`src/rtl/rscnp_pkg.sv`:
```
// ----------------------------------------------------------------------------
// rscnp_pkg: shared types and constants of the range scan cluster unit
// Scan geometry, field widths, register indexes and the result beat types.
// ----------------------------------------------------------------------------
package rscnp_pkg;

    // Scan geometry.
    localparam int SECTOR_SAMPLES = 24;
    localparam int SECTOR_COUNT   = 16;
    localparam int SCAN_TOTAL     = SECTOR_SAMPLES * SECTOR_COUNT;

    // Counter widths follow from the geometry.
    localparam int POS_W    = (SCAN_TOTAL > 1) ? $clog2(SCAN_TOTAL) : 1;
    localparam int SAMPLE_W = (SECTOR_SAMPLES > 1) ? $clog2(SECTOR_SAMPLES) : 1;

    // Field widths.
    localparam int DIST_W  = 16;
    localparam int INDEX_W = 9;
    localparam int COUNT_W = 4;
    localparam int CFG_INDEX_W = 8;
    localparam int CFG_DATA_W  = 16;

    localparam logic [COUNT_W-1:0] COUNT_MAX = {COUNT_W{1'b1}};

    // Configuration register indexes and reset values.
    localparam logic [CFG_INDEX_W-1:0] CFG_JUMP_THRESHOLD   = 8'd0;
    localparam logic [CFG_INDEX_W-1:0] CFG_MIN_CLUSTER_SIZE = 8'd1;
    localparam logic [DIST_W-1:0]      JUMP_THRESHOLD_RST   = 16'd30;
    localparam logic [COUNT_W-1:0]     MIN_CLUSTER_SIZE_RST = 4'd4;

    // Output queue geometry.
    localparam int QUEUE_DEPTH = 4;
    localparam int QPTR_W      = $clog2(QUEUE_DEPTH);
    localparam int QCNT_W      = QPTR_W + 1;

    typedef struct packed {
        logic [INDEX_W-1:0] point_index;
        logic               last_of_run;
    } result_t;

    // Up to two results produced by one sample, in emission order.
    typedef struct packed {
        logic    valid0;
        logic    valid1;
        result_t res0;
        result_t res1;
    } push_t;

endpackage

```
`src/rtl/rscnp_seg.sv`:
```
// ----------------------------------------------------------------------------
// rscnp_seg: cluster segmentation core
// Holds the scan and cluster state and turns one sample into zero to two
// closed-cluster results combinationally.
// ----------------------------------------------------------------------------
module rscnp_seg (
    input  logic                             aclk,
    input  logic                             aresetn,
    input  logic                             advance,
    input  logic [rscnp_pkg::DIST_W-1:0]     distance,
    input  logic [rscnp_pkg::DIST_W-1:0]     jump_threshold,
    input  logic [rscnp_pkg::COUNT_W-1:0]    min_cluster_size,
    output rscnp_pkg::push_t                 push
);

    logic [rscnp_pkg::POS_W-1:0]    pos_reg, pos_next;
    logic [rscnp_pkg::SAMPLE_W-1:0] sample_reg, sample_next;
    logic                           open_reg, open_next;
    logic [rscnp_pkg::DIST_W-1:0]   last_dist_reg, last_dist_next;
    logic [rscnp_pkg::INDEX_W-1:0]  first_idx_reg, first_idx_next;
    logic [rscnp_pkg::COUNT_W-1:0]  count_reg, count_next;
    logic [rscnp_pkg::DIST_W-1:0]   best_dist_reg, best_dist_next;
    logic [rscnp_pkg::INDEX_W-1:0]  best_idx_reg, best_idx_next;

    logic [rscnp_pkg::INDEX_W-1:0]  idx;
    logic [rscnp_pkg::DIST_W-1:0]   diff;
    logic                           valid_sample;
    logic                           jump;
    logic                           sector_last;
    logic                           open_upd;
    logic                           end_emit;
    logic [rscnp_pkg::INDEX_W-1:0]  chosen_old;
    logic [rscnp_pkg::INDEX_W-1:0]  chosen_new;

    always_comb begin
        idx          = rscnp_pkg::INDEX_W'(pos_reg);
        diff         = (distance > last_dist_reg) ? (distance - last_dist_reg)
                                                  : (last_dist_reg - distance);
        valid_sample = (distance != '0);
        jump         = advance && valid_sample && open_reg && (diff > jump_threshold);
        sector_last  = (sample_reg == rscnp_pkg::SAMPLE_W'(rscnp_pkg::SECTOR_SAMPLES - 1));
        chosen_old   = (count_reg < min_cluster_size) ? first_idx_reg : best_idx_reg;

        open_upd       = open_reg;
        last_dist_next = last_dist_reg;
        first_idx_next = first_idx_reg;
        count_next     = count_reg;
        best_dist_next = best_dist_reg;
        best_idx_next  = best_idx_reg;
        pos_next       = pos_reg;
        sample_next    = sample_reg;

        if (advance) begin
            if (valid_sample) begin
                if (open_reg && !jump) begin
                    if (count_reg != rscnp_pkg::COUNT_MAX) begin
                        count_next = count_reg + 1'b1;
                    end
                    if (distance < best_dist_reg) begin
                        best_dist_next = distance;
                        best_idx_next  = idx;
                    end
                end else begin
                    open_upd       = 1'b1;
                    first_idx_next = idx;
                    count_next     = rscnp_pkg::COUNT_W'(1);
                    best_dist_next = distance;
                    best_idx_next  = idx;
                end
                last_dist_next = distance;
            end
            if (pos_reg == rscnp_pkg::POS_W'(rscnp_pkg::SCAN_TOTAL - 1)) begin
                pos_next = '0;
            end else begin
                pos_next = pos_reg + 1'b1;
            end
            if (sector_last) begin
                sample_next = '0;
            end else begin
                sample_next = sample_reg + 1'b1;
            end
        end

        // The cluster as it stands after this sample closes at the sector end.
        end_emit   = advance && sector_last && open_upd;
        open_next  = open_upd && !(advance && sector_last);
        chosen_new = (count_next < min_cluster_size) ? first_idx_next : best_idx_next;

        push.valid0 = jump || end_emit;
        push.valid1 = jump && end_emit;
        push.res0.point_index = jump ? chosen_old : chosen_new;
        push.res0.last_of_run = !(jump && end_emit);
        push.res1.point_index = chosen_new;
        push.res1.last_of_run = 1'b1;
    end

    always_ff @(posedge aclk) begin
        if (!aresetn) begin
            pos_reg       <= '0;
            sample_reg    <= '0;
            open_reg      <= 1'b0;
            last_dist_reg <= '0;
            first_idx_reg <= '0;
            count_reg     <= '0;
            best_dist_reg <= '0;
            best_idx_reg  <= '0;
        end else begin
            pos_reg       <= pos_next;
            sample_reg    <= sample_next;
            open_reg      <= open_next;
            last_dist_reg <= last_dist_next;
            first_idx_reg <= first_idx_next;
            count_reg     <= count_next;
            best_dist_reg <= best_dist_next;
            best_idx_reg  <= best_idx_next;
        end
    end

    // A second result only comes from a jump on the last sample of a sector.
    assert property (@(posedge aclk) disable iff (!aresetn)
        push.valid1 |-> (push.valid0 && sector_last && advance))
        else $error("second result without jump at sector end");

    // No cluster survives the last sample of a sector.
    assert property (@(posedge aclk) disable iff (!aresetn)
        (advance && sector_last) |=> !open_reg)
        else $error("cluster left open across a sector boundary");

    // An open cluster always has at least one member.
    assert property (@(posedge aclk) disable iff (!aresetn)
        open_reg |-> (count_reg != '0))
        else $error("open cluster with no members");

endmodule

```
`src/rtl/rscnp_queue.sv`:
```
// ----------------------------------------------------------------------------
// rscnp_queue: result queue
// Small register queue that takes up to two results a cycle and hands one
// beat a cycle to the output channel while the receiver is ready.
// ----------------------------------------------------------------------------
module rscnp_queue (
    input  logic                             aclk,
    input  logic                             aresetn,
    input  rscnp_pkg::push_t                 push,
    output logic                             has_room,
    output logic                             m_valid,
    input  logic                             m_ready,
    output logic [rscnp_pkg::INDEX_W-1:0]    m_point_index,
    output logic                             m_last_of_run
);

    rscnp_pkg::result_t              entry_reg [rscnp_pkg::QUEUE_DEPTH];
    logic [rscnp_pkg::QPTR_W-1:0]    wr_ptr_reg, wr_ptr_next;
    logic [rscnp_pkg::QPTR_W-1:0]    rd_ptr_reg, rd_ptr_next;
    logic [rscnp_pkg::QCNT_W-1:0]    count_reg, count_next;
    logic [rscnp_pkg::QPTR_W-1:0]    wr_ptr_plus1;
    logic [1:0]                      push_n;
    logic                            pop;

    always_comb begin
        pop          = m_valid && m_ready;
        push_n       = {1'b0, push.valid0} + {1'b0, push.valid1};
        wr_ptr_plus1 = wr_ptr_reg + 1'b1;
        wr_ptr_next  = wr_ptr_reg + rscnp_pkg::QPTR_W'(push_n);
        rd_ptr_next  = rd_ptr_reg + rscnp_pkg::QPTR_W'(pop);
        count_next   = count_reg + rscnp_pkg::QCNT_W'(push_n) - rscnp_pkg::QCNT_W'(pop);
        has_room     = (count_reg <= rscnp_pkg::QCNT_W'(rscnp_pkg::QUEUE_DEPTH - 2));
        m_valid      = (count_reg != '0);
        m_point_index = entry_reg[rd_ptr_reg].point_index;
        m_last_of_run = entry_reg[rd_ptr_reg].last_of_run;
    end

    always_ff @(posedge aclk) begin
        if (!aresetn) begin
            wr_ptr_reg <= '0;
            rd_ptr_reg <= '0;
            count_reg  <= '0;
        end else begin
            wr_ptr_reg <= wr_ptr_next;
            rd_ptr_reg <= rd_ptr_next;
            count_reg  <= count_next;
        end
    end

    always_ff @(posedge aclk) begin
        if (push.valid0) begin
            entry_reg[wr_ptr_reg] <= push.res0;
        end
        if (push.valid1) begin
            entry_reg[wr_ptr_plus1] <= push.res1;
        end
    end

    // Pushes only arrive when two slots are free.
    assert property (@(posedge aclk) disable iff (!aresetn)
        push.valid0 |-> has_room)
        else $error("result pushed into a full queue");

    assert property (@(posedge aclk) disable iff (!aresetn)
        count_reg <= rscnp_pkg::QCNT_W'(rscnp_pkg::QUEUE_DEPTH))
        else $error("queue count beyond depth");

    // The fill count tracks the pointer distance.
    assert property (@(posedge aclk) disable iff (!aresetn)
        rscnp_pkg::QPTR_W'(wr_ptr_reg - rd_ptr_reg) == rscnp_pkg::QPTR_W'(count_reg))
        else $error("queue pointers and count disagree");

endmodule

```
`src/rtl/range_scan_cluster_nearest_point_unit.sv`:
```
// ----------------------------------------------------------------------------
// range_scan_cluster_nearest_point_unit: scan breakpoint segmentation
// Splits each sector of a range scan into clusters at distance jumps and
// reports one scan index per closed cluster.
// ----------------------------------------------------------------------------
// Usage: range samples enter on the s_ channel, one beat per sample in scan
// order (24 samples per sector, 16 sectors per scan, then the position wraps).
// A zero sample is invalid but still advances the position. Each sample yields
// zero, one or two result beats on the m_ channel; m_last_of_run marks the
// final beat produced by a sample. Configuration beats on the cfg_ channel
// are always taken and write the jump threshold (index 0) or the minimum
// cluster size (index 1); other indexes are ignored. Change them only while
// the block is idle.
// An accepted sample is held in the input register, then its results pass
// through the segmentation logic into the result queue. The block accepts
// one sample every cycle as long as the four-entry result queue has room for
// two more beats. When the receiver stalls, the queue fills and s_ready
// drops, with one sample held in the input register. Reset clears the scan
// position, the open cluster, the queue and restores both registers to their
// reset values.
// ----------------------------------------------------------------------------
module range_scan_cluster_nearest_point_unit (
    input  logic                                 aclk,
    input  logic                                 aresetn,
    input  logic                                 s_valid,
    output logic                                 s_ready,
    input  logic [rscnp_pkg::DIST_W-1:0]         s_distance,
    output logic                                 m_valid,
    input  logic                                 m_ready,
    output logic [rscnp_pkg::INDEX_W-1:0]        m_point_index,
    output logic                                 m_last_of_run,
    input  logic                                 cfg_valid,
    output logic                                 cfg_ready,
    input  logic [rscnp_pkg::CFG_INDEX_W-1:0]    cfg_index,
    input  logic [rscnp_pkg::CFG_DATA_W-1:0]     cfg_data
);

    logic                            in_valid_reg;
    logic [rscnp_pkg::DIST_W-1:0]    in_dist_reg;
    logic [rscnp_pkg::DIST_W-1:0]    jump_thr_reg;
    logic [rscnp_pkg::COUNT_W-1:0]   min_size_reg;
    logic                            has_room;
    logic                            advance;
    rscnp_pkg::push_t                push;

    // The held sample is processed whenever the queue can take its results;
    // a new sample may enter in the same cycle.
    assign advance   = in_valid_reg && has_room;
    assign s_ready   = !in_valid_reg || has_room;
    assign cfg_ready = 1'b1;

    always_ff @(posedge aclk) begin
        if (!aresetn) begin
            in_valid_reg <= 1'b0;
            jump_thr_reg <= rscnp_pkg::JUMP_THRESHOLD_RST;
            min_size_reg <= rscnp_pkg::MIN_CLUSTER_SIZE_RST;
        end else begin
            if (s_ready) begin
                in_valid_reg <= s_valid;
            end
            if (cfg_valid && cfg_ready) begin
                unique case (cfg_index)
                    rscnp_pkg::CFG_JUMP_THRESHOLD: begin
                        jump_thr_reg <= cfg_data;
                    end
                    rscnp_pkg::CFG_MIN_CLUSTER_SIZE: begin
                        min_size_reg <= cfg_data[rscnp_pkg::COUNT_W-1:0];
                    end
                    default: begin
                    end
                endcase
            end
        end
    end

    // Sample payload needs no reset.
    always_ff @(posedge aclk) begin
        if (s_valid && s_ready) begin
            in_dist_reg <= s_distance;
        end
    end

    rscnp_seg u_seg (
        .aclk             (aclk),
        .aresetn          (aresetn),
        .advance          (advance),
        .distance         (in_dist_reg),
        .jump_threshold   (jump_thr_reg),
        .min_cluster_size (min_size_reg),
        .push             (push)
    );

    rscnp_queue u_queue (
        .aclk          (aclk),
        .aresetn       (aresetn),
        .push          (push),
        .has_room      (has_room),
        .m_valid       (m_valid),
        .m_ready       (m_ready),
        .m_point_index (m_point_index),
        .m_last_of_run (m_last_of_run)
    );

    // A held sample that cannot advance keeps the input closed.
    assert property (@(posedge aclk) disable iff (!aresetn)
        !s_ready |-> (in_valid_reg && !advance))
        else $error("input stalled without a blocked sample");

    // A stalled sample stays in the input register.
    assert property (@(posedge aclk) disable iff (!aresetn)
        (in_valid_reg && !advance) |=> (in_valid_reg && $stable(in_dist_reg)))
        else $error("blocked sample lost from the input register");

    // Results only appear for processed samples.
    assert property (@(posedge aclk) disable iff (!aresetn)
        push.valid0 |-> advance)
        else $error("result produced without a sample");

endmodule
```
`config.mk`:
```
export PLATFORM = sky130hd
export DESIGN_NAME = range_scan_cluster_nearest_point_unit
export DESIGN_NICKNAME = d
export VERILOG_FILES = /design/src/rtl/rscnp_pkg.sv /design/src/rtl/rscnp_seg.sv /design/src/rtl/rscnp_queue.sv /design/src/rtl/range_scan_cluster_nearest_point_unit.sv
export SDC_FILE = /design/constraint.sdc
export NUM_CORES = 1
export LEC_CHECK = 0
export ABC_CLOCK_PERIOD_IN_PS = 8360
export BUFFER_PORTS_ARGS = -buffer_cell sky130_fd_sc_hd__buf_2
export CAP_MARGIN = 40
export CELL_PAD_IN_SITES_DETAIL_PLACEMENT = 0
export CELL_PAD_IN_SITES_GLOBAL_PLACEMENT = 1
export CORE_MARGIN = 2
export CORE_UTILIZATION = 48
export CTS_CLUSTER_SIZE = 28
export DETAILED_ROUTE_END_ITERATION = 10
export MAX_ROUTING_LAYER = met4
export PLACE_DENSITY = 0.91
export SYNTH_ARGS = -nofsm -noshare
export SYNTH_HDL_FRONTEND = slang
export SYNTH_SLANG_ARGS = --single-unit
```
`constraint.sdc`:
```
create_clock -name aclk -period 8.36 [get_ports aclk]
set_input_delay 0.836 -clock aclk [delete_from_list [all_inputs] [get_ports aclk]]
set_output_delay 0.836 -clock aclk [all_outputs]
set_load 0.005 [all_outputs]
```
==> impl_metrics.ini <==
[status]
status = finished clean

[critical_path]
rr_startpoint = in_dist_reg[0]$_DFFE_PP_
crit_path_max_incr_delay_ns = 0.58
crit_path_frequent_cell = ha_1
critical_path.n_buffers_inverters = 2
cp_data_arrival_time_ns = 7.11
worstSetupEndpointType = flop
setup.worst_path.start_class = flop
timing.critical_path.max_delay_family = compound AO/OA/AOI/OAI gates
rr_endpoint = u_queue.entry_reg[2][9]$_DFFE_PP_
timing.critical_path.required_ns = 8.51
worstSetupPathType = flop to flop
timing.reg2reg.setup_slack_ns = 1.40
worstRegToRegCells = 27
worstPathMaxFanout = 23
crit_path_top_delay_cell = o32ai_4

[synth]
synthesis.nets = 1120
synth-edff-count = 52
synth.yosys.warnings = 0
syn-cell-area_sq_mm = 0.00939
synth_top_area_cell = dfxtp_1
yosys_most_used_dff = dfxtp_1
synthTopCellsByArea = dfxtp_1 (22%), edfxtp_1 (17%), ha_1 (10%)
ys_types = 84
portion_of_synthesized_cell_area_occupied_by_the_leading_cell_type_pct = 21.5
synth.yosys.seq_area_share_pct = 38.1
async_reset_ff_share_pct = 0
yosys_register_bits = 153
netlist_instances = 994
syn_avg_cell_area_sq_um = 9.45

[worst_hold_path]
min_from = u_seg.last_dist_reg[15]$_SDFFE_PN0P_
hold-path-cell-count = 2
worst_hold_path_type = flop to flop
whs_endpoint = u_seg.last_dist_reg[15]$_SDFFE_PN0P_

[clocking]
h_tree_depth = 4
cts-buffers-inserted = 17
cts_hold_repair.buffers = 0
cts-root-to-sink-buffers = 2
post_cts.repair.setup_buffers = 0
ctsResizeCount = 0
clk_root_buffer_cell = clkbuf_16
cts_num_sinks = 153
tritoncts = done
clkLatencyLatePin_ns = 0.43
clkTransAtPathRegs_ns = 0.07

[global_route]
overflow = 0
antenna_found_initial = 0
grt_util_overall_pct = 21.5
grt_first_pass_wirelength_mm = 34.4
grt_max_degree = 95
grt_pass1_vias = 6960

[routing]
post-route-drc-count = 0
initialDrtViolationCount = 487
m1WireLength_mm = 9.66
highest_layer = met4
num_vias = 7186
first_pass_iters = 5
post_detailed_route_wirelength_per_cell_um = 15.9
met2_wirelength_mm = 9.85
wl_mm = 20.8
postRouteAntennaNets = 0
met3WireLength_um = 908
via_count_normalized_by_instance_count = 5.50

[cells_and_area]
post_layout_utilization_of_the_core_pct = 54.0
largest_register_ffs = 40
diodes = 0
syn2layout_area_growth_pct = 11.2
net_total_in_the_final_layout = 1154
finish.cell_count_without_fillers = 1306
fillCellCount = 1723
proportion_of_layout_cells_with_a_drive_suffix_above_1_pct = 14.9

[pwr]
vdd_ir_max_mv = 0.155
power_leakage_nw = 4.14
power.density_cell_area_mw_per_mm2 = 215
report.power.total_w = 0.00225

[timing]
tns_ns = 0
finalClockSkew_ns = 0.0158
layout_worst_path_cycle_share_pct = 83.2
grt_setup_unrepaired = no
maxSlewViolCount = 0
timing.max_slew.rel_slack_pct = 43.9
setup_viol_count_final = 0
finalWorstPathRequiredPeriod_ns = 6.96
worst_slew_pin_slew_ns = 0.842
fmax_mhz = 144
final_hold_viol_count = 0

[placed_design]
routabilityCongestion = 0.911
hpwl_detailed_mm = 15.2
placement.io_buffers = 56
total_instance_count_after_detailed_placement = 1274

[floorplan]
die_y_extent_um = 144
core_sq_mm = 0.0193
fp.dieW_um = 144
floorplan.die_area_sq_mm = 0.0207
initial_utilization_pct = 48.6
pin_count = 58
num_rows = 51

[job]
drv.max_cap_violation_count = 0
-- cells by family (layout without fill, tap and decap cells) --
kind of cell    count (synthesis)  in the layout  share of synthesized area (%)
simple gates                  306            306                           17.7
fa+ha+maj                      81             81                           11.0
xor+xnor                       27             27                           2.52
other cells                     1              1                         0.0399
compound gates                239            239                           17.2
buf+inv                       129            176                           5.77
flops                         153            153                           38.1
mux                            58             58                           7.62
-- worst reg2reg max path, cell delays in order (launching register included) --
cell and delay (ns):
edfxtp_1 0.49, inv_1 0.10, ha_1 0.14, inv_1 0.06, fa_1 0.37, a21oi_1 0.19
a2bb2oi_1 0.29, a211oi_2 0.13, o21ai_4 0.56, mux2i_2 0.43, nand3_1 0.18, o31ai_2 0.29
xor2_1 0.10, ha_1 0.34, nand4_2 0.16, nor3_1 0.25, o21ai_0 0.16, a311oi_2 0.29
nor2_1 0.10, a21oi_1 0.14, nor2_1 0.09, ha_1 0.29, a211oi_1 0.25, nand2_1 0.15
o32ai_4 0.58, nand2_2 0.17, a31oi_4 0.27, o22ai_1 0.12
-- placed cells by master, fill, tap and decap left out, drive strengths merged, types with 13 or more instances in the layout --
cell type and instances:
mux2i 43, o22ai 35, nand2 107, xor2 14, nor2b 49, nor2 41
dfxtp 101, a21oi 72, a21o 22, buf 63, nand3 33, and2 20
a21boi 28, nand4 15, inv 92, o21ai 33, clkbuf 17, ha 78
xnor2 13, edfxtp 52
-- layer usage --
layer	global-route usage, %	vias to the layer above
li1	-	3590
met1	28.2	3385
met2	34.4	179
met3	3.03	32
met4	7.17	0
met5	-	-
-- metrics by stage --
stage	hold WS (ns)	instance area (sq um)	setup WS, ns
after floorplan	0.437	9390	2.27
after global placement	0.455	9820	1.60
after detailed placement	0.463	9850	1.41
after CTS	0.478	10400	1.38
after global routing	0.490	10400	0.875
final	0.479	10400	1.40
-- power by group --
part	internal [W]	switching [W]	total, W	leakage, nW
combinational	0.000267	0.000338	0.000606	2.54
clock	0.000405	0.000365	0.000771	0.289
sequential	0.000813	0.0000562	0.000869	1.31
total	0.00149	0.000760	0.00225	4.14
-- Yosys cell counts, types with 3 or more instances --
cell,count
dfxtp_1,101
nand2_1,96
inv_1,80
ha_1,78
a21oi_1,71
edfxtp_1,52
nor2b_1,49
mux2i_1,42
nor2_1,41
o22ai_1,35
a21boi_0,28
o21ai_0,28
clkbuf_1,27
nand3_1,25
a21o_1,22
and2_1,19
xor2_1,14
nand4_1,13
xnor2_1,13
o21a_1,12
mux4_2,10
nand2_2,10
buf_2,9
buf_4,7
nand3_2,7
o211ai_1,6
mux2_2,5
nand3b_1,5
or3_1,5
nor3b_1,4
nor4_1,4
o21ai_1,4
o21bai_1,4
a211oi_1,3
and3_1,3
fa_1,3
nand2b_1,3
nor3_1,3
o31ai_2,3
-- how the worst max path moves through the flow --
stage                                   startpoint                           endpoint  slack, ns  cells past startpoint
final                     in_dist_reg[0]$_DFFE_PP_  u_queue.entry_reg[2][9]$_DFFE_PP_       1.40                     27
after global routing      in_dist_reg[0]$_DFFE_PP_  u_queue.entry_reg[2][9]$_DFFE_PP_       0.87                     27
after CTS                 in_dist_reg[0]$_DFFE_PP_  u_queue.entry_reg[1][9]$_DFFE_PP_       1.38                     27
after detailed placement  in_dist_reg[0]$_DFFE_PP_  u_queue.entry_reg[1][9]$_DFFE_PP_       1.41                     27
after global placement    in_dist_reg[0]$_DFFE_PP_  u_queue.entry_reg[2][9]$_DFFE_PP_       1.60                     27
after floorplan           in_dist_reg[0]$_DFFE_PP_    u_queue.count_reg[2]$_SDFF_PN0_       2.27                     27
-- cell type report --
cell class                 instances  area, sq um  share of cell area (%)
clock buffer                      17          425                    4.07
clock inverter                    15          168                    1.61
inverter                          81          304                    2.91
multi-input combinational        712         5290                    50.6
sequential                       153         3580                    34.3
tap                              265          332                    3.17
timing repair buffer              63          348                    3.33
Power figures use the tool's default switching activity.
